==> src/design/ode_pkg.sv <==
// ============================================================================
// ode_pkg - shared types and constants for the OLED draw command encoder
// Request kinds, the classified command record, the configuration set and
// the queue status bundle.
// ============================================================================
package ode_pkg;

    // request kinds as they arrive on the operation port
    typedef enum logic [1:0] {
        OP_PIXEL = 2'd0,
        OP_LINE  = 2'd1,
        OP_RECT  = 2'd2
    } op_kind_t;

    // configuration register indexes
    localparam int CFG_INDEX_W = 3;
    localparam logic [CFG_INDEX_W-1:0] CFG_PANEL_WIDTH  = 3'd0;
    localparam logic [CFG_INDEX_W-1:0] CFG_PANEL_HEIGHT = 3'd1;
    localparam logic [CFG_INDEX_W-1:0] CFG_OP_SET_COL   = 3'd2;
    localparam logic [CFG_INDEX_W-1:0] CFG_OP_SET_ROW   = 3'd3;
    localparam logic [CFG_INDEX_W-1:0] CFG_OP_LINE      = 3'd4;
    localparam logic [CFG_INDEX_W-1:0] CFG_OP_RECT      = 3'd5;
    localparam logic [CFG_INDEX_W-1:0] CFG_OP_FILL      = 3'd6;

    // register reset values
    localparam logic [7:0] RST_PANEL_WIDTH  = 8'd96;
    localparam logic [7:0] RST_PANEL_HEIGHT = 8'd64;
    localparam logic [7:0] RST_OP_SET_COL   = 8'd21;
    localparam logic [7:0] RST_OP_SET_ROW   = 8'd117;
    localparam logic [7:0] RST_OP_LINE      = 8'd33;
    localparam logic [7:0] RST_OP_RECT      = 8'd34;
    localparam logic [7:0] RST_OP_FILL      = 8'd38;

    // byte that follows the fill-mode opcode
    localparam logic [7:0] FILL_ENABLE_BYTE = 8'h01;

    // byte sequencer
    localparam int STEP_W = 4;
    localparam logic [STEP_W-1:0] LAST_STEP_SHORT = 4'd7;   // pixel, line: 8 bytes
    localparam logic [STEP_W-1:0] LAST_STEP_RECT  = 4'd12;  // rectangle: 13 bytes

    // command queue between front and back
    localparam int CMD_FIFO_DEPTH = 2;

    typedef struct packed {
        logic [7:0] panel_width;
        logic [7:0] panel_height;
        logic [7:0] op_set_col;
        logic [7:0] op_set_row;
        logic [7:0] op_line;
        logic [7:0] op_rect;
        logic [7:0] op_fill;
    } cfg_t;

    // classified request; line coordinates already ordered
    typedef struct packed {
        op_kind_t    kind;
        logic [7:0]  x0;
        logic [7:0]  y0;
        logic [7:0]  x1;
        logic [7:0]  y1;
        logic [15:0] color;
        logic [15:0] fill_color;
    } draw_cmd_t;

    typedef struct packed {
        logic empty;
        logic full;
    } fifo_status_t;

endpackage

==> src/design/ode_front.sv <==
// ============================================================================
// ode_front - request intake and classification
// Checks coordinates against the panel, orders line endpoints, and holds the
// classified command in one register until the command queue takes it.
// ============================================================================
module ode_front (
    input  logic                    clk,
    input  logic                    rst_n,
    input  ode_pkg::cfg_t           cfg,
    input  logic                    push,
    output logic                    full,
    input  logic [1:0]              operation,
    input  logic [7:0]              x_start,
    input  logic [7:0]              y_start,
    input  logic [7:0]              x_end,
    input  logic [7:0]              y_end,
    input  logic [15:0]             color,
    input  logic [15:0]             fill_color,
    input  ode_pkg::fifo_status_t   q_status,
    output logic                    q_push,
    output ode_pkg::draw_cmd_t      q_data
);
    import ode_pkg::*;

    logic       valid_reg;
    logic       valid_next;
    draw_cmd_t  cmd_reg;
    draw_cmd_t  cmd_next;
    draw_cmd_t  cls_cmd;
    logic       cls_keep;
    logic       start_in;
    logic       end_in;
    logic       accept;

    assign q_push = valid_reg && !q_status.full;
    assign q_data = cmd_reg;
    assign full   = valid_reg && q_status.full;
    assign accept = push && !full;

    assign start_in = (x_start < cfg.panel_width) && (y_start < cfg.panel_height);
    assign end_in   = (x_end < cfg.panel_width) && (y_end < cfg.panel_height);

    always_comb
    begin
        cls_cmd.color      = color;
        cls_cmd.fill_color = fill_color;
        cls_cmd.x0         = x_start;
        cls_cmd.y0         = y_start;
        cls_cmd.x1         = x_end;
        cls_cmd.y1         = y_end;
        cls_cmd.kind       = OP_PIXEL;
        cls_keep           = 1'b0;
        unique case (operation)
            OP_PIXEL:
            begin
                cls_keep = start_in;
            end
            OP_LINE:
            begin
                cls_cmd.kind = OP_LINE;
                cls_keep     = start_in && end_in;
                if (x_end < x_start)
                begin
                    cls_cmd.x0 = x_end;
                    cls_cmd.x1 = x_start;
                end
                if (y_end < y_start)
                begin
                    cls_cmd.y0 = y_end;
                    cls_cmd.y1 = y_start;
                end
            end
            OP_RECT:
            begin
                cls_cmd.kind = OP_RECT;
                cls_keep     = start_in && end_in;
            end
            default:
            begin
                cls_keep = 1'b0;    // undefined request: dropped
            end
        endcase
    end

    always_comb
    begin
        valid_next = valid_reg;
        cmd_next   = cmd_reg;
        if (accept)
        begin
            valid_next = cls_keep;
            cmd_next   = cls_cmd;
        end
        else if (q_push)
        begin
            valid_next = 1'b0;
        end
    end

    always_ff @(posedge clk or negedge rst_n)
    begin
        if (!rst_n)
            valid_reg <= 1'b0;
        else
            valid_reg <= valid_next;
    end

    always_ff @(posedge clk)
    begin
        cmd_reg <= cmd_next;
    end

endmodule

==> src/design/ode_cmd_fifo.sv <==
// ============================================================================
// ode_cmd_fifo - short command queue
// Decouples classification from byte sequencing; head is read in place.
// ============================================================================
module ode_cmd_fifo (
    input  logic                    clk,
    input  logic                    rst_n,
    input  logic                    push,
    input  ode_pkg::draw_cmd_t      wr_data,
    input  logic                    pop,
    output ode_pkg::draw_cmd_t      rd_data,
    output ode_pkg::fifo_status_t   status
);
    import ode_pkg::*;

    localparam int PTR_W = (CMD_FIFO_DEPTH > 1) ? $clog2(CMD_FIFO_DEPTH) : 1;
    localparam int CNT_W = $clog2(CMD_FIFO_DEPTH + 1);
    localparam logic [CNT_W-1:0] DEPTH_CNT = CNT_W'(CMD_FIFO_DEPTH);
    localparam logic [PTR_W-1:0] LAST_PTR  = PTR_W'(CMD_FIFO_DEPTH - 1);

    draw_cmd_t          mem [CMD_FIFO_DEPTH];
    logic [PTR_W-1:0]   wr_ptr_reg;
    logic [PTR_W-1:0]   wr_ptr_next;
    logic [PTR_W-1:0]   rd_ptr_reg;
    logic [PTR_W-1:0]   rd_ptr_next;
    logic [CNT_W-1:0]   count_reg;
    logic [CNT_W-1:0]   count_next;

    assign status.empty = (count_reg == '0);
    assign status.full  = (count_reg == DEPTH_CNT);
    assign rd_data      = mem[rd_ptr_reg];

    always_comb
    begin
        wr_ptr_next = wr_ptr_reg;
        rd_ptr_next = rd_ptr_reg;
        count_next  = count_reg;
        if (push)
            wr_ptr_next = (wr_ptr_reg == LAST_PTR) ? '0 : wr_ptr_reg + 1'b1;
        if (pop)
            rd_ptr_next = (rd_ptr_reg == LAST_PTR) ? '0 : rd_ptr_reg + 1'b1;
        if (push && !pop)
            count_next = count_reg + 1'b1;
        else if (pop && !push)
            count_next = count_reg - 1'b1;
    end

    always_ff @(posedge clk or negedge rst_n)
    begin
        if (!rst_n)
        begin
            wr_ptr_reg <= '0;
            rd_ptr_reg <= '0;
            count_reg  <= '0;
        end
        else
        begin
            wr_ptr_reg <= wr_ptr_next;
            rd_ptr_reg <= rd_ptr_next;
            count_reg  <= count_next;
        end
    end

    always_ff @(posedge clk)
    begin
        if (push)
            mem[wr_ptr_reg] <= wr_data;
    end

    a_count_bound: assert property (@(posedge clk) disable iff (!rst_n)
        count_reg <= DEPTH_CNT)
        else $error("cmd fifo count above depth");

    a_no_overflow: assert property (@(posedge clk) disable iff (!rst_n)
        !(push && status.full && !pop))
        else $error("cmd fifo push while full");

    a_no_underflow: assert property (@(posedge clk) disable iff (!rst_n)
        !(pop && status.empty))
        else $error("cmd fifo pop while empty");

endmodule

==> src/design/ode_back.sv <==
// ============================================================================
// ode_back - byte sequencer
// Walks the head command one byte per cycle into an output register while pop keeps it free.
// ============================================================================
module ode_back (
    input  logic                    clk,
    input  logic                    rst_n,
    input  ode_pkg::cfg_t           cfg,
    input  ode_pkg::draw_cmd_t      cmd,
    input  ode_pkg::fifo_status_t   q_status,
    output logic                    q_pop,
    output logic                    empty,
    input  logic                    pop,
    output logic [7:0]              out_byte,
    output logic                    is_data,
    output logic                    last
);
    import ode_pkg::*;

    logic [STEP_W-1:0]  step_reg;
    logic [STEP_W-1:0]  step_next;
    logic               out_valid_reg;
    logic               out_valid_next;
    logic [7:0]         out_byte_reg;
    logic [7:0]         out_byte_next;
    logic               is_data_reg;
    logic               is_data_next;
    logic               last_reg;
    logic               last_next;
    logic               advance;
    logic               fire;
    logic               step_last;
    logic [7:0]         seq_byte;
    logic               seq_data;
    logic [15:0]        rgb;

    assign empty    = !out_valid_reg;
    assign out_byte = out_byte_reg;
    assign is_data  = is_data_reg;
    assign last     = last_reg;

    assign advance   = !out_valid_reg || pop;
    assign fire      = advance && !q_status.empty;
    assign step_last = (cmd.kind == OP_RECT) ? (step_reg == LAST_STEP_RECT)
                                             : (step_reg == LAST_STEP_SHORT);
    assign q_pop     = fire && step_last;

    // rectangle: pen color on steps 7..9, fill color on 10..12
    assign rgb = (step_reg < 4'd10) ? cmd.color : cmd.fill_color;

    always_comb
    begin
        seq_byte = '0;
        seq_data = 1'b0;
        unique case (cmd.kind)
            OP_PIXEL:
            begin
                case (step_reg)
                    4'd0:    seq_byte = cfg.op_set_col;
                    4'd1:    seq_byte = cmd.x0;
                    4'd2:    seq_byte = cfg.panel_width - 8'd1;
                    4'd3:    seq_byte = cfg.op_set_row;
                    4'd4:    seq_byte = cmd.y0;
                    4'd5:    seq_byte = cfg.panel_height - 8'd1;
                    4'd6:
                    begin
                        seq_byte = cmd.color[15:8];
                        seq_data = 1'b1;
                    end
                    default:
                    begin
                        seq_byte = cmd.color[7:0];
                        seq_data = 1'b1;
                    end
                endcase
            end
            OP_LINE:
            begin
                case (step_reg)
                    4'd0:    seq_byte = cfg.op_line;
                    4'd1:    seq_byte = cmd.x0;
                    4'd2:    seq_byte = cmd.y0;
                    4'd3:    seq_byte = cmd.x1;
                    4'd4:    seq_byte = cmd.y1;
                    4'd5:    seq_byte = {3'b000, cmd.color[15:11]};
                    4'd6:    seq_byte = {2'b00, cmd.color[10:5]};
                    default: seq_byte = {3'b000, cmd.color[4:0]};
                endcase
            end
            default:
            begin
                case (step_reg)
                    4'd0:               seq_byte = cfg.op_fill;
                    4'd1:               seq_byte = FILL_ENABLE_BYTE;
                    4'd2:               seq_byte = cfg.op_rect;
                    4'd3:               seq_byte = cmd.x0;
                    4'd4:               seq_byte = cmd.y0;
                    4'd5:               seq_byte = cmd.x1;
                    4'd6:               seq_byte = cmd.y1;
                    4'd7, 4'd10:        seq_byte = {2'b00, rgb[15:11], 1'b0};
                    4'd8, 4'd11:        seq_byte = {2'b00, rgb[10:5]};
                    default:            seq_byte = {2'b00, rgb[4:0], 1'b0};
                endcase
            end
        endcase
    end

    always_comb
    begin
        step_next      = step_reg;
        out_valid_next = out_valid_reg;
        out_byte_next  = out_byte_reg;
        is_data_next   = is_data_reg;
        last_next      = last_reg;
        if (fire)
        begin
            step_next      = step_last ? '0 : step_reg + 1'b1;
            out_valid_next = 1'b1;
            out_byte_next  = seq_byte;
            is_data_next   = seq_data;
            last_next      = step_last;
        end
        else if (advance)
        begin
            out_valid_next = 1'b0;
        end
    end

    always_ff @(posedge clk or negedge rst_n)
    begin
        if (!rst_n)
        begin
            step_reg      <= '0;
            out_valid_reg <= 1'b0;
        end
        else
        begin
            step_reg      <= step_next;
            out_valid_reg <= out_valid_next;
        end
    end

    always_ff @(posedge clk)
    begin
        out_byte_reg <= out_byte_next;
        is_data_reg  <= is_data_next;
        last_reg     <= last_next;
    end

    a_step_bound: assert property (@(posedge clk) disable iff (!rst_n)
        step_reg <= LAST_STEP_RECT)
        else $error("sequencer step out of range");

    a_mid_cmd_held: assert property (@(posedge clk) disable iff (!rst_n)
        (step_reg != '0) |-> !q_status.empty)
        else $error("command left the queue mid-sequence");

    a_last_rewinds: assert property (@(posedge clk) disable iff (!rst_n)
        q_pop |=> (step_reg == '0) && last_reg && out_valid_reg)
        else $error("final beat did not rewind sequencer");

endmodule

==> src/design/oled_draw_command_encoder.sv <==
// ============================================================================
// oled_draw_command_encoder - drawing request to OLED controller byte stream
// Top level: configuration registers, front classifier, command queue and
// byte sequencer.
// ============================================================================
// A request is pushed as one beat and comes out as a run of byte beats, each
// flagged command (is_data low) or data (is_data high), with last set on the
// final beat of the run: 8 beats for a pixel or a line, 13 for a filled
// rectangle. A request with an operation code of 3, or with any coordinate it
// uses at or beyond the panel width/height, produces no beats at all. The
// byte sequencer emits one beat per clock while pop keeps its output free,
// and that sequencer sets the sustained rate. The front accepts a new
// request every cycle while its holding register or the two-entry command
// queue behind it has room, so up to two requests can wait behind the one
// being sent, and a dropped request is accepted like any other but never
// enters the queue. The first beat of a request passes through the front
// register, then the queue, then the output register before it reaches the
// byte ports. Configuration writes take effect at the next edge and must
// only be made while nothing is in flight.
// ============================================================================
module oled_draw_command_encoder (
    input  logic                                clk,
    input  logic                                rst_n,
    // configuration
    input  logic                                cfg_write,
    input  logic [ode_pkg::CFG_INDEX_W-1:0]     cfg_index,
    input  logic [7:0]                          cfg_data,
    // request side
    input  logic                                push,
    output logic                                full,
    input  logic [1:0]                          operation,
    input  logic [7:0]                          x_start,
    input  logic [7:0]                          y_start,
    input  logic [7:0]                          x_end,
    input  logic [7:0]                          y_end,
    input  logic [15:0]                         color,
    input  logic [15:0]                         fill_color,
    // byte side
    output logic                                empty,
    input  logic                                pop,
    output logic [7:0]                          out_byte,
    output logic                                is_data,
    output logic                                last
);
    import ode_pkg::*;

    cfg_t           cfg_reg;
    cfg_t           cfg_next;
    fifo_status_t   q_status;
    logic           q_push;
    logic           q_pop;
    draw_cmd_t      q_wr_data;
    draw_cmd_t      q_rd_data;

    // register file; an index with no register behind it is ignored
    always_comb
    begin
        cfg_next = cfg_reg;
        if (cfg_write)
        begin
            unique case (cfg_index)
                CFG_PANEL_WIDTH:  cfg_next.panel_width  = cfg_data;
                CFG_PANEL_HEIGHT: cfg_next.panel_height = cfg_data;
                CFG_OP_SET_COL:   cfg_next.op_set_col   = cfg_data;
                CFG_OP_SET_ROW:   cfg_next.op_set_row   = cfg_data;
                CFG_OP_LINE:      cfg_next.op_line      = cfg_data;
                CFG_OP_RECT:      cfg_next.op_rect      = cfg_data;
                CFG_OP_FILL:      cfg_next.op_fill      = cfg_data;
                default:          cfg_next = cfg_reg;
            endcase
        end
    end

    always_ff @(posedge clk or negedge rst_n)
    begin
        if (!rst_n)
        begin
            cfg_reg.panel_width  <= RST_PANEL_WIDTH;
            cfg_reg.panel_height <= RST_PANEL_HEIGHT;
            cfg_reg.op_set_col   <= RST_OP_SET_COL;
            cfg_reg.op_set_row   <= RST_OP_SET_ROW;
            cfg_reg.op_line      <= RST_OP_LINE;
            cfg_reg.op_rect      <= RST_OP_RECT;
            cfg_reg.op_fill      <= RST_OP_FILL;
        end
        else
        begin
            cfg_reg <= cfg_next;
        end
    end

    // front: bounds check, line ordering, one holding register
    ode_front u_front (
        .clk        (clk),
        .rst_n      (rst_n),
        .cfg        (cfg_reg),
        .push       (push),
        .full       (full),
        .operation  (operation),
        .x_start    (x_start),
        .y_start    (y_start),
        .x_end      (x_end),
        .y_end      (y_end),
        .color      (color),
        .fill_color (fill_color),
        .q_status   (q_status),
        .q_push     (q_push),
        .q_data     (q_wr_data)
    );

    // command queue: lets intake and sequencing stall independently
    ode_cmd_fifo u_cmd_fifo (
        .clk     (clk),
        .rst_n   (rst_n),
        .push    (q_push),
        .wr_data (q_wr_data),
        .pop     (q_pop),
        .rd_data (q_rd_data),
        .status  (q_status)
    );

    // back: one byte beat per cycle into the output register while pop keeps it free
    ode_back u_back (
        .clk      (clk),
        .rst_n    (rst_n),
        .cfg      (cfg_reg),
        .cmd      (q_rd_data),
        .q_status (q_status),
        .q_pop    (q_pop),
        .empty    (empty),
        .pop      (pop),
        .out_byte (out_byte),
        .is_data  (is_data),
        .last     (last)
    );

endmodule
==> config.mk <==
export PLATFORM = sky130hd
export DESIGN_NAME = oled_draw_command_encoder
export DESIGN_NICKNAME = d
export VERILOG_FILES = /design/src/design/ode_pkg.sv /design/src/design/ode_front.sv /design/src/design/ode_cmd_fifo.sv /design/src/design/ode_back.sv /design/src/design/oled_draw_command_encoder.sv
export SDC_FILE = /design/constraint.sdc
export NUM_CORES = 1
export LEC_CHECK = 0
export BUFFER_PORTS_ARGS = -buffer_cell sky130_fd_sc_hd__buf_2
export CORE_MARGIN = 2
export CORE_UTILIZATION = 25
export DETAILED_ROUTE_END_ITERATION = 8
export PLACE_DENSITY_LB_ADDON = 0.15
export SETUP_SLACK_MARGIN = 0.02
export SLEW_MARGIN = 20
export SYNTH_ARGS = -nofsm -noshare
export SYNTH_HDL_FRONTEND = slang
export SYNTH_HIERARCHICAL = 1
export SYNTH_SLANG_ARGS = --single-unit
==> constraint.sdc <==
create_clock -name clk -period 5.65 [get_ports clk]
set_clock_uncertainty 0.15 [all_clocks]
set_input_delay 1.13 -clock clk [delete_from_list [all_inputs] [get_ports clk]]
set_output_delay 1.13 -clock clk [all_outputs]
set_load 0.02 [all_outputs]
### Yosys cells after proc, flatten, opt, wreduce, memory -nomap -nowiden

Memories as Yosys holds them, arrays and structs flattened.
Index checks and enable logic that the tools add are counted.

* register bits: 142
* bits in writable memories: 132
* input bits: 82
* output and inout port bits: 12
* word-level logic and storage cells: 121
* memories: 1

Memory list
* u_cmd_fifo.mem: words 2, width 66, rd ports 1, clocked after Yosys merged registers in 0, write ports 1, line ode_cmd_fifo.sv:21 `draw_cmd_t mem [CMD_FIFO_DEPTH];`

* add/subtract/negate cells: 7
* $lt $le $gt $ge: 7
* equality and inequality tests: 22
* mux-type cells: 25
* reductions and logical operators: 36

Operators with widths (number)
* $pmux 8 s7: 2
* $pmux 8 s9: 1
* $lt 8x8->1: 6
* $mux 32: 1
* $mux 8: 4
* $eq 4x3->1 const B: 4
* $eq 4x4->1 const B: 4
* $mux 16: 1
* $pmux 8 s2: 1
* $sub 8x1->8 const B: 2
* $reduce_and 2->1: 7
* $logic_and 1x1->1: 10
* $mux 1: 10
* $eq 3x3->1 const B: 3
* $eq 4x2->1 const B: 2
* $eq 2x2->1 const B: 3
* $eq 3x2->1 const B: 2
* $logic_not 1->1: 6
* $logic_not 2->1: 3
* $reduce_bool 2->1: 3
* $reduce_or 2->1: 3
* $reduce_or 6->1: 1
* $add 4x1->4 const B: 1
* $eq 2x1->1 const B: 2
* 13 further kinds: 15

### Depth between registers and ports, before layout

Gate-level depths: netlist of the first run.

* depth in word-level cells: 7
* gate-level depth with buffers: 12
* mapped depth without buffers: 11

### By module

The synthesis of the first run kept the hierarchy.

By module, submodules not included
* ode_cmd_fifo: instances 1, cells an instance 221, area each 5062.4 µm²
* ode_front: instances 1, cells an instance 244, area each 3515.9 µm²
* ode_back: instances 1, cells an instance 320, area each 2468.6 µm²
* oled_draw_command_encoder: instances 1, cells an instance 126, area each 2169.6 µm²

### Worst setup path before layout of the first run

Ideal clock, no wire load.

* path kind: register to register
* start: reg u_cmd_fifo.count_reg[1]
* end: mem u_cmd_fifo/mem[0][0] in the netlist's numbering (enable)
* arrival: 3712 ps
* required time: 5002 ps
* path slack: 1289 ps
* stages on the path, launching flop included: 4
* clock period less this slack: 4361 ps
* cells stage by stage: dfrtp_1 -> nor2b_1 -> nor2b_1 -> nor2b_1

RTL lines
* start: declaration: line ode_cmd_fifo.sv:26 `logic [CNT_W-1:0] count_reg;`
* start signal: assignment: line ode_cmd_fifo.sv:60 `count_reg <= count_next;`
* end: declaration: line ode_cmd_fifo.sv:21

### Worst setup path in the final report of the first run

* start: reg u_back.step_reg[1]
* end: reg u_back.out_byte_reg[4] (netlist: u_back/out_byte[4]) (data pin)

* word-level cells in the longest chain between the ends: 4

Ends and longest elaborated chain
* start: declaration: line ode_back.sv:20 `logic [STEP_W-1:0] step_reg;`
* start signal: assignment: line ode_back.sv:138 `step_reg <= step_next;`
* $lt 4x4->1 (tied with other cells): line ode_back.sv:49 `assign rgb = (step_reg < 4'd10) ? cmd.color : cmd.fill_color;`
* $mux 16 / $reduce_or 2->1 (equally long branches): line ode_back.sv:49, ode_back.sv:92
* $pmux 8 s9: line ode_back.sv:92 `case (step_reg)`
* $pmux 8 s2 *: line ode_back.sv:55 `unique case (cmd.kind)`
* via u_back.seq_byte[4]: line ode_back.sv:33 `logic [7:0] seq_byte;`
* end signal: assignment: line ode_back.sv:145 `out_byte_reg <= out_byte_next;`
* end: declaration: line ode_back.sv:24 `logic [7:0] out_byte_reg;`

The timed path passes the listed nets; every way through them passes the cells marked *.
A chain may end at the register's enable or synchronous reset.

==> reports/results.ini, run 1 <==
[floorplan]
rows=84
die_x_um=233.9
core-area_um2=52450
start_util=0.2520
die_area_um2=54720
ios=94
die_y_um=233.9

[worst_setup_path]
crit_fanout=24
cp-end-kind=flip-flop
cp-start-kind=flip-flop
crit_slowest_cell=and3b_1
worstSetupPathType=flip-flop to flip-flop
max_stage_delay_ps=550
cp.required_ps=5720
arrival_ps=3890
path_buf_inv=2
crit_path_cell_trace=inv_1 > ha_1 > buf_4 > and3b_1 > mux2i_1 > ha_1 > nor3b_1 > xor2_1 > o211ai_1 > and4_1 > o21ai_0
path_delay_family=simple AND/OR/NAND/NOR gates
crit_top_cell=ha_1

[synthesis]
synthTopCellsByArea=edfxtp_1 47%, mux2_2 11%, dfrtp_1 9.1%
syn_inst=911
synth_warnings=6
synth_area_leader_cell=edfxtp_1
synth.top_cell.area_share=0.4726
ys_ff_latch=274
synth_cell_types=66
yosysMostFrequentCell=edfxtp_1
netlist_area_um2=13220
syn_avg_cell_area_um2=14.51
seq_area_frac_synth=0.5993
yosys-top-cells-count=208 x edfxtp_1, 130 x mux2_2, 53 x ha_1
synthFlopType=edfxtp_1
async_flop_share=0.2409
synth_fp_nets=1046
synth_edf_count=208

[route]
vias_per_cell=4.660
drt-total-wl_mm=37.99
first_iter_violations=685
postRouteAntennaNets=0
vias=8038
drt_pass1_iterations=6
wire_per_inst_um=22.02
route.detailed.drc=0

[clock_tree]
postCtsSetupBuffers=0
cts_tree=built
cts_resized=0
clock-sinks=274
clock_path_buffers=3
cts_buffers=34
h-tree-depth=2
cts_root_buf=clkbuf_16
ctsHoldBuffers=0
clkTransAtPathRegs_ps=60
clock_latency_ps=520

[power_and_ir_drop]
power_uw=7186
leakagePower_uw=0.005889
powerDensity_nw_per_um2=460.7
vdd_drop_max_v=0.0001589

[finish]
syn_to_final_growth_pct=18.01
largest_reg_flops=132
utilization=0.2974
fin_nets=1145
instances_no_fill=1725
drive_gt1_frac=0.3378

[sta]
max_freq_mhz=261.5
fin_crit_sh=0.6768
grt_setup_unrepaired=false
tightest_slew_ps=1055
layout_min_cycle_time_ps=3824
hold_viol=0
hold_ws_ps=288.7
setup-tns-final_ps=0
setup-violations-final=0
slew_viol_final=0
slew_headroom=0.2869

[outcome]
status=finished, final reports clean

[placed_design]
hpwl_mm=26.89
port_buffers=93
place_congestion=0.8541
dp.cells=1662

[global_route]
grtUsageTotal=0.1397
grt_pass1_vias=8277
antenna_found_initial=3
overflow=0
grt_max_degree=55
grt_pass1_wl_mm=56.33

[job]
cap_violations=0

[min_path]
hold_path.class=flip-flop to flip-flop

-- placed cells by master (no fill, tap or decap), drive strengths merged, types with 12 or more instances in the layout --
cell / instances
inv: 41
a22oi: 15
buf: 109
dfstp: 18
o21ai: 19
nand3: 12
mux2: 160
nand2b: 12
ha: 53
clkbuf: 47
dfrtp: 48
a21oi: 28
nand2: 42
edfxtp: 208
mux2i: 27
nor2: 24
-- path summary, 6_finish.rpt --
kind | end | slack (ps) | cells after the start | startpoint
max | u_back/out_byte[4] | 1830 | 11 | u_back/step_reg[1]
min | u_cmd_fifo/mem[0][38] | 290 | 0 | u_front/q_data[38]
max reg2reg | u_back/out_byte[4] | 1830 | 11 | u_back/step_reg[1]
min reg2reg | u_cmd_fifo/mem[0][38] | 290 | 0 | u_front/q_data[38]
max in group asynchronous | cfg_reg[16] | 3720 | 2 | rst_n
min in group asynchronous | u_back/out_valid_reg | 610 | 1 | rst_n
-- power breakdown --
| part | internal [uW] | switching [uW] | total, uW |
|---|---|---|---|
| registers | 2480 | 242 | 2720 |
| clock network | 1340 | 838 | 2180 |
| logic | 922 | 1360 | 2280 |
-- kinds of logic after synthesis --
group                      after synthesis  synth area share
buffers and inverters                   86           0.03010
DFF                                    274            0.5993
AOI/OAI and AO/OA                      154           0.08833
and+or+nand+nor                        144           0.05822
xor gates and xnor gates                13          0.008615
muxes                                  187            0.1653
adders and majority gates               53           0.05018
-- layout make-up --
class	instances	area, um^2
fill	5255	36850
tap	688	860.8
antenna	1	2.502
multi-input combinational	551	4947
clock inverter	15	151.4
inverter	40	150.1
sequential	274	7925
clock buffer	47	973.4
timing repair buffer	109	585.6
-- per-stage QoR --
| stage | instance area [um^2] | setup slack, ps |
|---|---|---|
| 2_1_floorplan | 13220 | 1289 |
| 3_3_place_gp | 14470 | 1970 |
| 3_5_place_dp | 14470 | 1948 |
| 4_1_cts | 15590 | 1932 |
| 5_1_grt | 15600 | 1670 |
| 6_report | 15600 | 1826 |
-- per-layer routing --
layer / part of all wire / routed length (um) / global-route usage
met4: 0.032 / 1206 / 0.05004
met1: 0.47 / 17960 / 0.1966
met3: 0.038 / 1430 / 0.02006
met2: 0.46 / 17390 / 0.2188
met5: 0.00018 / 7 / 0
Power figures use the tool's default switching activity.
==> run 2, diff against run 1 <==
==> constraint.sdc (replaced) <==
create_clock -name clk -period 3.4 [get_ports clk]
set_clock_uncertainty 0.15 [all_clocks]
set_input_delay 0.68 -clock clk [delete_from_list [all_inputs] [get_ports clk]]
set_output_delay 0.68 -clock clk [all_outputs]
set_load 0.02 [all_outputs]
==> run 2 against run 1 <==
  * Count of clock-buffer cells in the layout shrank 7
  * Global-route usage is essentially flat
  * First-iteration DRC count shrank 7.7%
  * Non-clock buffer count grew 39
  * Clock power grew 50%
  * Critical endpoint is now u_back/out_byte[6]
  * Combinational power grew 82%
  * Sequential power grew 64%
  * Setup slack lost 1500 ps
  * Cell count grew 2.0%
  * Highest routed layer unchanged
  * Via count grew 2.6%
==> reports/results.ini, run 2 (synthesized netlist as in run 1, its figures left out) <==
[clock_tree]
clock_latency_ps=570  ; was 520 ps
h-tree-depth=1  ; was 2
clock_path_buffers=3  ; unchanged
postCtsSetupBuffers=0  ; unchanged
clock-sinks=274  ; unchanged
cts_tree=built  ; unchanged
cts_buffers=31  ; was 34
clkTransAtPathRegs_ps=60  ; about the same
cts_root_buf=clkbuf_16  ; unchanged

[global_route]
grt_pass1_wl_mm=56.24  ; was 56.33 mm
met2_usage=0.2371  ; was 0.2188
busiest_layer=met2  ; unchanged
grt.met1_usage=0.1911  ; was 0.1966
overflow=0  ; unchanged
use_met3=0.01787  ; was 0.02006
antenna_found_initial=1  ; was 3
grtUsageTotal=0.1399  ; was 0.1397
grt_pass1_vias=8325  ; was 8277
grt_max_degree=67  ; was 55

[worst_setup_path]
max_stage_delay_ps=420  ; was 550 ps
worstReg2RegEnd=u_back/out_byte[6]  ; was u_back/out_byte[4]
cp-start-kind=flip-flop  ; unchanged
reg2reg_from=u_back/step_reg[1]  ; unchanged
cp.required_ps=3560  ; was 5720 ps
worstSetupPathType=flip-flop to flip-flop  ; unchanged
cp-end-kind=flip-flop  ; unchanged
arrival_ps=3230  ; was 3890 ps
crit_path_cell_trace=inv_1 > ha_1 > and3b_1 > mux2i_1 > ha_1 > nor3b_2 > a21oi_1 > o21ai_0 > o21ai_0 > a221oi_1 > o31ai_1  ; was inv_1 > ha_1 > buf_4 > and3b_1 > mux2i_1 > ha_1 > nor3b_1 > xor2_1 > o211ai_1 > and4_1 > o21ai_0
rr_worst_depth=11  ; unchanged
crit_fanout=5  ; was 24
r2r_setup_slack_ps=340  ; was 1830 ps
crit_slowest_cell=dfrtp_1  ; was and3b_1

[finish]
layout_common_cells=208 x edfxtp_1, 130 x mux2_2, 93 x buf_2  ; unchanged
syn_to_final_growth_pct=19.50  ; was 18.01%
multiInputGateArea_um2=4932  ; was 4947 um^2
final_common_cell=edfxtp_1  ; unchanged
antenna_cells=0  ; was 1
largest_reg_flops=132  ; unchanged
regArea_um2=7925  ; unchanged
fin_nets=1181  ; was 1145
fill_cells=5229  ; was 5255
drive_gt1_frac=0.3632  ; was 0.3378

[power_and_ir_drop]
power_uw=11850  ; was 7186 uW
leakagePower_uw=0.006016  ; was 0.005889 uW
powerDensity_nw_per_um2=750.2  ; was 460.7 nW/um^2
vdd_drop_max_v=0.0003688  ; was 0.0001589 V

[sta]
setup-tns-final_ps=0  ; unchanged
tightest_slew_ps=850.0  ; was 1055 ps
setup_ws_ps=336.0  ; was 1826 ps
max_freq_mhz=326.4  ; was 261.5 MHz
slew_viol_final=0  ; unchanged
slew_headroom=0.4322  ; was 0.2869
setup-violations-final=0  ; unchanged
hold_viol=0  ; unchanged
layout_min_cycle_time_ps=3064  ; was 3824 ps
fin_crit_sh=0.9012  ; was 0.6768
grt_setup_unrepaired=false  ; unchanged

[floorplan]
die_area_um2=54720  ; unchanged
core-area_um2=52450  ; unchanged
die_y_um=233.9  ; unchanged
die_x_um=233.9  ; unchanged
ios=94  ; unchanged
start_util=0.2520  ; unchanged
rows=84  ; unchanged

[min_path]
hold_path.class=input port to flip-flop  ; was flip-flop to flip-flop
whs_path_depth=1  ; was 0
hold_path_end=u_front/q_data[25]  ; was u_cmd_fifo/mem[0][38]
worstHoldStart=color[9]  ; was u_front/q_data[38]

[route]
vias=8251  ; was 8038
route.detailed.drc=0  ; unchanged
drt_pass1_iterations=6  ; unchanged
first_iter_violations=632  ; was 685
vias_per_cell=4.691  ; was 4.660
postRouteAntennaNets=0  ; unchanged
drt-total-wl_mm=38.21  ; was 37.99 mm
wire_per_inst_um=21.72  ; was 22.02 um

[placed_design]
hpwl_mm=27.80  ; was 26.89 mm
port_buffers=93  ; unchanged
place_congestion=0.8282  ; was 0.8541
post-place-ws_ps=254.6  ; was 1948 ps

[job]
cap_violations=0  ; unchanged

[outcome]
status=finished, final reports clean  ; unchanged

-- run 2: critical path: cells and delay by family (launching register included) --
kind / cells / cell delay [ps]
and+or+nand+nor: 2 / 610
buffers and inverters: 1 / 150
DFF: 1 / 420
adders and majority gates: 2 / 420
AOI/OAI and AO/OA: 5 / 810
muxes: 1 / 240
-- run 2: layout make-up --
type / instances / share of cell area
clock buffers: 40 / 0.05316
clock inverters: 18 / 0.009823
inverters: 40 / 0.009506
multi-input cells: 551 / 0.3123
flip-flops and latches: 274 / 0.5018
well taps: 688 / 0.05450
repair buffers: 148 / 0.05894
-- run 2: report_power, final --
group / total, uW / internal (uW) / switching [uW]
clock: 3260 / 1890 / 1360
sequential: 4450 / 4120 / 331
combinational: 4140 / 1750 / 2390
total: 11800 / 7760 / 4080
-- run 2: routing by layer --
metal,routed length [um],part of all wire,up-vias
met3,1665,0.044,40
li1,-,-,3801
met2,18380,0.48,201
met4,565,0.015,2
met1,17590,0.46,4207
met5,12,0.00031,-
-- run 2: how the worst max path moves through the flow --
stage                                 start              endpoint  slack, ps  cells past startpoint
finish                   u_back/step_reg[1]    u_back/out_byte[6]        340                     11
global route             u_back/step_reg[1]    u_back/out_byte[6]         60                     11
CTS                      u_back/step_reg[1]    u_back/out_byte[6]        230                     11
detailed placement       u_back/step_reg[1]    u_back/out_byte[6]        250                     11
global placement         u_back/step_reg[1]    u_back/out_byte[6]        300                     11
floorplan           u_cmd_fifo/count_reg[1]  u_cmd_fifo/mem[0][0]        290                      3
-- run 2: per-stage QoR --
stage	instance area, um^2	hold WS (ps)	utilization	std cells
global placement	14780	273.4	0.2819	1700
CTS	15790	95.59	0.3011	1759
global route	15790	100.4	0.3012	1759
finish	15790	123.4	0.3012	1759
floorplan	13220	234.4	-	911
detailed placement	14780	282.2	0.2819	1700
-- run 2: what timing repair did --
item                                   CTS  global route
resized for setup                        0             1
hold buffers                             1             0
endpoints found under the hold margin   34             0
setup endpoints to repair                0             1
==> run 3, diff against run 2 <==
--- a/config.mk
+++ b/config.mk
@@ -14,5 +14,4 @@
 export SLEW_MARGIN = 20
 export SYNTH_ARGS = -nofsm -noshare
 export SYNTH_HDL_FRONTEND = slang
-export SYNTH_HIERARCHICAL = 1
 export SYNTH_SLANG_ARGS = --single-unit
==> constraint.sdc (replaced) <==
create_clock -name clk -period 3.32 [get_ports clk]
set_clock_uncertainty 0.15 [all_clocks]
set_input_delay 0.664 -clock clk [delete_from_list [all_inputs] [get_ports clk]]
set_output_delay 0.664 -clock clk [all_outputs]
set_load 0.02 [all_outputs]
==> run 3 against run 2 <==
  * Worst hold slack got worse by 110 ps
  * Sequential cell count unchanged
  * Clock power increased by 17%
  * Design area decreased by 0.66%
  * Via count increased by 0.74%
  * Sequential share of layout area increased by 0.32 points
  * Area after synthesis decreased by 1.8%
  * Critical path type unchanged
  * Largest power group unchanged
==> reports/results.ini, run 3 <==
[synthesis]
yosysMostFrequentCell=edfxtp_1  ; unchanged
synth_fp_nets=1050  ; was 1046
synth-adder-area-share=0.05108  ; was 0.05018
syn_inst=915  ; was 911
syn_avg_cell_area_um2=14.19  ; was 14.51 um^2
synthTopCellsByArea=edfxtp_1 48%, dfrtp_1 9.3%, mux2_2 6.1%  ; was edfxtp_1 47%, mux2_2 11%, dfrtp_1 9.1%
synth_top_family_by_area=multiplexers  ; unchanged
synth.top_cell.area_share=0.4812  ; was 0.4726
ys_ff_latch=274  ; unchanged
synth_edf_count=208  ; unchanged
synth_warnings=0  ; was 6
muxShareOfSynthArea=0.1302  ; was 0.1653
synth_area_leader_cell=edfxtp_1  ; unchanged
synth-compound-area-share=0.1019  ; was 0.08833
synthFlopType=edfxtp_1  ; unchanged
synth_xor_area_frac=0.01080  ; was 0.008615
synth_cell_types=72  ; was 66
netlist_area_um2=12980  ; was 13220 um^2
async_flop_share=0.2409  ; unchanged
synthSimpleGateAreaFrac=0.06718  ; was 0.05822
yosys-top-cells-count=208 x edfxtp_1, 70 x mux2_2, 53 x ha_1, 53 x nand2_1, 48 x dfrtp_1  ; was 208 x edfxtp_1, 130 x mux2_2, 53 x ha_1
seq_area_frac_synth=0.6101  ; was 0.5993

[route]
drt-total-wl_mm=39.92  ; was 38.21 mm
route.detailed.drc=0  ; unchanged
drt_pass1_iterations=5  ; was 6
first_iter_violations=663  ; was 632
vias=8312  ; was 8251
postRouteAntennaNets=0  ; unchanged
vias_per_cell=4.691  ; about the same
wire_per_inst_um=22.53  ; was 21.72 um

[floorplan]
core-area_um2=51300  ; was 52450 um^2
die_y_um=231.9  ; was 233.9 um
ios=94  ; unchanged
die_x_um=231.9  ; was 233.9 um
rows=83  ; was 84
die_area_um2=53760  ; was 54720 um^2
start_util=0.2530  ; was 0.2520

[sta]
setup_ws_ps=171.1  ; was 336.0 ps
hold_ws_ps=14.77  ; was 123.4 ps
max_freq_mhz=317.6  ; was 326.4 MHz
slew_headroom=0.5032  ; was 0.4322
hold_viol=0  ; unchanged
fin_crit_sh=0.9484  ; was 0.9012
tightest_slew_ps=742.0  ; was 850.0 ps
layout_min_cycle_time_ps=3149  ; was 3064 ps
setup-violations-final=0  ; unchanged
grt_setup_unrepaired=false  ; unchanged
slew_viol_final=0  ; unchanged
setup-tns-final_ps=0  ; unchanged

[placed_design]
place_congestion=0.9163  ; was 0.8282
post-place-ws_ps=230.2  ; was 254.6 ps
port_buffers=93  ; unchanged
hpwl_mm=29.77  ; was 27.80 mm
dp.cells=1708  ; was 1700

[global_route]
grtUsageTotal=0.1486  ; was 0.1399
grt_max_degree=67  ; unchanged
antenna_found_initial=2  ; was 1
overflow=0  ; unchanged
grt_pass1_vias=8396  ; was 8325
grt_pass1_wl_mm=57.94  ; was 56.24 mm

[finish]
layout_common_cells=208 x edfxtp_1, 93 x buf_2, 70 x mux2_2  ; was 208 x edfxtp_1, 130 x mux2_2, 93 x buf_2
drive_gt1_frac=0.3052  ; was 0.3632
syn_to_final_growth_pct=20.87  ; was 19.50%
instances_no_fill=1772  ; was 1759
fill_cells=5190  ; was 5229
multiInputGateArea_um2=4708  ; was 4932 um^2
regArea_um2=7924  ; was 7925 um^2
fin_nets=1200  ; was 1181
utilization=0.3058  ; was 0.3012
largest_reg_flops=132  ; unchanged
final_common_cell=edfxtp_1  ; unchanged

[worst_setup_path]
worstSetupPathType=flip-flop to flip-flop  ; unchanged
cp-end-kind=flip-flop  ; unchanged
max_stage_delay_ps=440  ; was 420 ps
cp.required_ps=3410  ; was 3560 ps
crit_fanout=8  ; was 5
crit_path_cell_trace=inv_1 > ha_1 > and3b_1 > mux2i_1 > ha_1 > nand2_1 > xnor2_1 > o21ai_0 > o211ai_1 > o211ai_1  ; was inv_1 > ha_1 > and3b_1 > mux2i_1 > ha_1 > nor3b_2 > a21oi_1 > o21ai_0 > o21ai_0 > a221oi_1 > o31ai_1
crit_slowest_cell=dfrtp_1  ; unchanged
cp-start-kind=flip-flop  ; unchanged
arrival_ps=3230  ; about the same

[clock_tree]
cts_tree=built  ; unchanged
clock_path_buffers=3  ; unchanged
clkTransAtPathRegs_ps=60  ; about the same
clock_latency_ps=540  ; was 570 ps
cts_root_buf=clkbuf_16  ; unchanged
cts_buffers=35  ; was 31
clock-sinks=274  ; unchanged
h-tree-depth=2  ; was 1
ctsHoldBuffers=0  ; was 1

[outcome]
status=finished, final reports clean  ; unchanged

[power_and_ir_drop]
leakagePower_uw=0.005952  ; was 0.006016 uW
powerDensity_nw_per_um2=761.0  ; was 750.2 nW/um^2
vdd_drop_max_v=0.0003001  ; was 0.0003688 V

[min_path]
hold_path.class=input port to async pin  ; was input port to flip-flop

[job]
cap_violations=0  ; unchanged

run 3: final cells by class:
type | instances | share of cell area
flip-flops and latches | 274 | 0.5050
multi-input cells | 568 | 0.3001
clock buffers | 45 | 0.06156
repair buffers | 146 | 0.05742
well taps | 680 | 0.05423
clock inverters | 18 | 0.01196
inverters | 40 | 0.009569
diodes | 1 | 0.0001595
run 3: final timing paths:
kind | start | to | slack, ps | cells past startpoint
setup reg to reg | u_back.step_reg[1] | u_back.out_byte[4] | 170 | 10
max in group asynchronous | rst_n | cfg_reg[54] | 2230 | 2
min in group clk | color[12] | u_front.q_data[28] | 160 | 1
setup / recovery | u_back.step_reg[1] | u_back.out_byte[4] | 170 | 10
hold / removal | rst_n | cfg_reg[31] | 10 | 1
hold reg to reg | u_front.q_data[46] | u_cmd_fifo.mem[1][46] | 300 | 0
run 3: logic make-up (layout without fill, tap and decap cells):
group / after synthesis / count (layout)
flops: 274 / 274
mux: 143 / 143
xor+xnor: 16 / 16
other cells: 0 / 1
simple gates: 167 / 167
compound gates: 189 / 189
fa+ha+maj: 53 / 53
buf+inv: 73 / 249
run 3: through the flow:
step           instance area [um^2]  total power [uW]
5_1_grt                       15690             12520
3_5_place_dp                  14530              8197
4_1_cts                       15680             12080
3_3_place_gp                  14530              8203
6_report                      15690             11940
2_1_floorplan                 12980              6736
run 3: report_power, final:
group / internal [uW] / switching, uW
clock network: 2360 / 1460
logic: 1390 / 2070
registers: 4270 / 384
total: 8030 / 3910
run 3: what timing repair did:
action                                  in CTS  in global routing
endpoints found under the setup margin       0                  1
resized for setup                            0                  1
buffers inserted                             0                  0
run 3: worst max-delay path: cells and delay by family (launching register included):
kind / cells / cell delay [ps]
fa+ha+maj: 2 / 680
compound gates: 3 / 530
flops: 1 / 440
simple gates: 2 / 420
xor+xnor: 1 / 290
mux: 1 / 210
buf+inv: 1 / 120
run 3: routing by layer:
layer  vias up  share of wire  routed length [um]  global-route usage
met2       240           0.47               18590              0.2357
met3        59          0.047                1880             0.02566
met4         4          0.024                 951             0.04888
met5         -        0.00068                  27                   0
li1       3834              -                   -                   -
met1      4175           0.46               18460              0.2050
